File: config.mk
export PLATFORM = sky130hd
export DESIGN_NAME = dirq_divider
export DESIGN_NICKNAME = d
export VERILOG_FILES = /design/src/dirq_pkg.sv /design/src/dirq_divider.sv
export SDC_FILE = /design/constraint.sdc
export NUM_CORES = 1
export LEC_CHECK = 0
export BUFFER_PORTS_ARGS = -buffer_cell sky130_fd_sc_hd__buf_4
export CORE_UTILIZATION = 50
export CTS_CLUSTER_SIZE = 10
export DETAILED_ROUTE_END_ITERATION = 7
export PLACE_DENSITY = 0.78
export REMOVE_ABC_BUFFERS = 1
export SYNTH_ARGS = -nofsm -noshare
export SYNTH_HDL_FRONTEND = slang
export SYNTH_SLANG_ARGS = --single-unit
File: constraint.sdc
create_clock -name clk -period 7.4 [get_ports clk]
set_input_delay 0.74 -clock clk [delete_from_list [all_inputs] [get_ports clk]]
set_output_delay 0.74 -clock clk [all_outputs]
set_load 0.02 [all_outputs]
File: src/dirq_pkg.sv
// shared types and constants for the dynamic int8 requantizer
// used by dirq_divider and dynamic_int8_requantizer_top, no dependencies
`timescale 1ns / 1ps

package dirq_pkg;

    // iterative divider sizes
    localparam int DVD_W = 44;
    localparam int DVS_W = 32;
    localparam int DCNT_W = $clog2(DVD_W);
    localparam logic [DCNT_W-1:0] DIV_LAST = DCNT_W'(DVD_W - 1);

    // request and result codes
    localparam logic FN_LOAD = 1'b0;
    localparam logic FN_READ = 1'b1;
    localparam logic RK_SCALE = 1'b0;
    localparam logic RK_QUANT = 1'b1;

    // arithmetic constants
    localparam logic [DVD_W-1:0] SCALE_DIVISOR = 44'd127;
    localparam logic [3:0] FOLD_STEPS = 4'd8;
    localparam logic [DVD_W-1:0] QMAX_MAG = 44'd127;
    localparam logic [DVD_W-1:0] QMIN_MAG = 44'd128;
    localparam logic [31:0] SCALE_SAT = 32'hFFFF_FFFF;
    localparam logic [30:0] MAG_SAT = 31'h7FFF_FFFF;

    typedef enum logic [3:0] {
        ST_IDLE,
        ST_RD,
        ST_MUL0,
        ST_MUL1,
        ST_MUL2,
        ST_SGO,
        ST_FOLD,
        ST_DIV,
        ST_FIN
    } state_t;

    typedef struct packed {
        logic             start;
        logic [DVD_W-1:0] dividend;
        logic [DVS_W-1:0] divisor;
    } div_req_t;

    typedef struct packed {
        logic             done;
        logic [DVD_W-1:0] quotient;
    } div_rsp_t;

endpackage

File: src/dirq_divider.sv
// radix-2 restoring divider, one quotient bit per cycle while busy
// depends on dirq_pkg for widths and the request/response structs
`timescale 1ns / 1ps

module dirq_divider (
    input  logic               clk,
    input  logic               rst_n,
    input  dirq_pkg::div_req_t req,
    output dirq_pkg::div_rsp_t rsp
);

    logic                          busy_reg;
    logic                          done_reg;
    logic [dirq_pkg::DCNT_W-1:0]   cnt_reg;
    logic [dirq_pkg::DVS_W-1:0]    rem_reg;
    logic [dirq_pkg::DVS_W-1:0]    dvs_reg;
    logic [dirq_pkg::DVD_W-1:0]    dq_reg;

    logic [dirq_pkg::DVS_W:0]      trial;
    logic                          fits;
    logic [dirq_pkg::DVS_W:0]      diff;
    logic [dirq_pkg::DVS_W-1:0]    rem_next;
    logic [dirq_pkg::DVD_W-1:0]    dq_next;

    // dividend shifts out of the top of dq_reg while quotient bits enter below
    assign trial    = {rem_reg, dq_reg[dirq_pkg::DVD_W-1]};
    assign fits     = trial >= {1'b0, dvs_reg};
    assign diff     = trial - {1'b0, dvs_reg};
    assign rem_next = fits ? diff[dirq_pkg::DVS_W-1:0] : trial[dirq_pkg::DVS_W-1:0];
    assign dq_next  = {dq_reg[dirq_pkg::DVD_W-2:0], fits};

    always_ff @(posedge clk or negedge rst_n)
    begin
        if (!rst_n)
        begin
            busy_reg <= 1'b0;
            done_reg <= 1'b0;
            cnt_reg  <= '0;
        end
        else if (req.start)
        begin
            busy_reg <= 1'b1;
            done_reg <= 1'b0;
            cnt_reg  <= '0;
        end
        else if (busy_reg)
        begin
            cnt_reg <= cnt_reg + 1'b1;
            if (cnt_reg == dirq_pkg::DIV_LAST)
            begin
                busy_reg <= 1'b0;
                done_reg <= 1'b1;
            end
        end
        else
        begin
            done_reg <= 1'b0;
        end
    end

    always_ff @(posedge clk)
    begin
        if (req.start)
        begin
            rem_reg <= '0;
            dvs_reg <= req.divisor;
            dq_reg  <= req.dividend;
        end
        else if (busy_reg)
        begin
            rem_reg <= rem_next;
            dq_reg  <= dq_next;
        end
    end

    assign rsp.done     = done_reg;
    assign rsp.quotient = dq_reg;

endmodule

==> flow_summary.yaml <==
run_status:
  outcome: "complete, but fails checks"
  violations: "design-rule violations"
sta:
  relSlewSlack: 0.308
  worstMarginPinSlew_ns: 1.04
  maxSlewViolCount: 0
  rsz0062_at_grt: "no"
  clock_skew_ns: 0.0112
  tns_ns: 0
  hold_violations: 0
  setup_viol: 0
  fmax_ghz: 0.303
  fin_crit_ns: 3.30
  period_share: 0.445
  layout_setup_ws_ns: 4.10
synth:
  synth_cell_type_count: 67
  seq_area_frac_synth: 0.484
  synth_edf_count: 76
  ys_async_sr_fraction: 0.0690
  synth_seq_cells: 116
  yosysWarnings: 0
  synth_area_leader_cell: "edfxtp_1"
  syn_inst: 601
  synth_top_flop_cell: "edfxtp_1"
  syn-cell-area_sq_mm: 0.00645
  synth_top_cell_area_share: 0.354
  synth_area_leaders: "edfxtp_1, dfxtp_1, mux2_2"
  syn_avg_cell_area_sq_um: 10.7
setup_path:
  rrSetupSlack_ns: 4.10
  endpoint_kind: "register"
  critPathArrivalTime_ns: 3.55
  crit_path_start_kind: "register"
  critPathKind: "reg -> reg"
  worstRegToRegCells: 11
  endpoint: "rem_reg[30]"
  path_max_fanout: 14
  regToRegEndpoint: "rem_reg[30]"
  crit_required_ns: 7.66
  reg2reg_from: "dvs_reg[22]"
  crit_path_start: "dvs_reg[22]"
floorplanning:
  die_h_um: 116
  start_util: 0.511
  die-area_sq_mm: 0.0134
  coreArea_sq_mm: 0.0126
  pin_count: 124
  chipWidth_um: 116
  rows: 41
placed_design:
  dp_cells: 871
  globalplace.congestion: 0.863
  hpwl_um: 9910
  dpl_worst_slack_ns: 4.14
  place.port_buffers: 123
drt:
  drc: 2
  dr_total_vias: 4986
  ant_nets: 0
  firstDrtPassIters: 7
  avgViaCountPerCell: 5.52
  wl_per_cell_um: 15.9
  wirelength_um: 14300
  first_iter_violations: 265
global_routing:
  grt_max_degree: 72
  grt_overflow: 0
  grt_use_total: 0.230
  grt_pass1_vias: 5047
  grt_pass1_wl_um: 23500
  antenna_found_initial: 0
final_layout:
  diodes: 0
  largest_reg_flops: 44
  drive_above_1_share: 0.293
  n_fill_cell: 1038
  nets: 831
  instances_no_fill: 903
  post-route-util: 0.636
  syn_to_final_growth_pct: 24.6
power:
  max-vdd-ir-drop_uv: 210
  p_leak_nw: 3.50
  powerDensity_mw_per_mm2: 299
  power.total_w: 0.00240
clock_network:
  cts_buffers: 17
  cts_tree: "done"
  clk_latency_ns: 0.42
  cts-root-buf: "clkbuf_16"
  clock-sinks: 116
  post_cts_resized: 0
  htreeDepth: 4
  postCtsSetupBuffers: 0
  path_clk_slew_ns: 0.06
  clock_path_buffers: 2
  ctsHoldBuffers: 0
job:
  drv_cap: 0
worst_hold_path:
  hp-class: "in -> async"
worst min-delay path by stage:
| stage | start | end | slack (ns) | cells past startpoint |
|---|---|---|---|---|
| final | rst_n | done_reg | 0.13 | 1 |
| after global routing | rst_n | cnt_reg[4] | 0.11 | 1 |
| after CTS | rst_n | done_reg | 0.11 | 1 |
| after detailed placement | rem_reg[23] | rem_reg[23] | 0.49 | 2 |
| after global placement | rem_reg[1] | rem_reg[2] | 0.48 | 2 |
| after floorplan | rst_n | busy_reg | 0.44 | 0 |
area by class of cell:
class                   count  area (sq um)  area share
repair buffers            126           946       0.118
flip-flops and latches    116          3120       0.389
inverters                  38           143      0.0178
multi-input cells         419          3010       0.375
well taps                 172           215      0.0268
clock inverters            14           153      0.0190
clock buffers              18           439      0.0547
cells by family (layout without fill, tap and decap cells):
kind of cell	after synthesis	in the layout	share of synthesized area
simple gates	163	163	0.111
buf+inv	66	196	0.0495
compound gates	144	144	0.163
xor+xnor	26	26	0.0353
mux	52	52	0.0897
flops	116	116	0.484
fa+ha+maj	34	34	0.0672
stage by stage:
step                cell area, sq um  hold slack [ns]
floorplan                       6270            0.444
global placement                7440            0.483
detailed placement              7440            0.490
CTS                             8030            0.111
global route                    8030            0.114
finish                          8030            0.126
cells in the final DEF (no fill, tap or decap), types with 16 or more instances in the layout:
cell and count:
buf_4 126, edfxtp_1 76, nor2_1 60, nand2_1 57
mux2_2 43, inv_1 38, a21oi_1 34, ha_1 33
dfxtp_1 32, a21o_1 17, clkbuf_16 17, a311oi_1 16
synthesized netlist by cell type, drive strengths merged (14+ instances only):
cell type and n:
xnor2 14, a311oi 17, o21ai 19, ha 33, mux2 46, a21o 19
a21oi 36, clkbuf 15, edfxtp 76, inv 38, dfxtp 32, nor2 60
nand2 57
power breakdown:
| part | switching [W] | internal [W] |
|---|---|---|
| sequential | 0.0000598 | 0.000788 |
| clock | 0.000311 | 0.000506 |
| combinational | 0.000416 | 0.000324 |
| total | 0.000787 | 0.00162 |
critical path, cell delays in order (launching register included):
cell,delay [ns]
edfxtp_1,0.33
inv_1,0.05
ha_1,0.42
nand4_1,0.23
nor3_1,0.30
nor3b_1,0.28
nand3_1,0.15
a31oi_2,0.52
buf_4,0.32
mux2_1,0.35
mux2i_1,0.14
a311oi_1,0.06
layer usage:
layer  vias to the layer above  GRT usage  share of wire
met4                         0     0.0892          0.013
li1                       2435          -              -
met3                        13     0.0915          0.080
met2                       151      0.378           0.48
met1                      2387      0.269           0.42
met5                         -          0              0
Note: power is estimated with default switching activity, not from simulation.
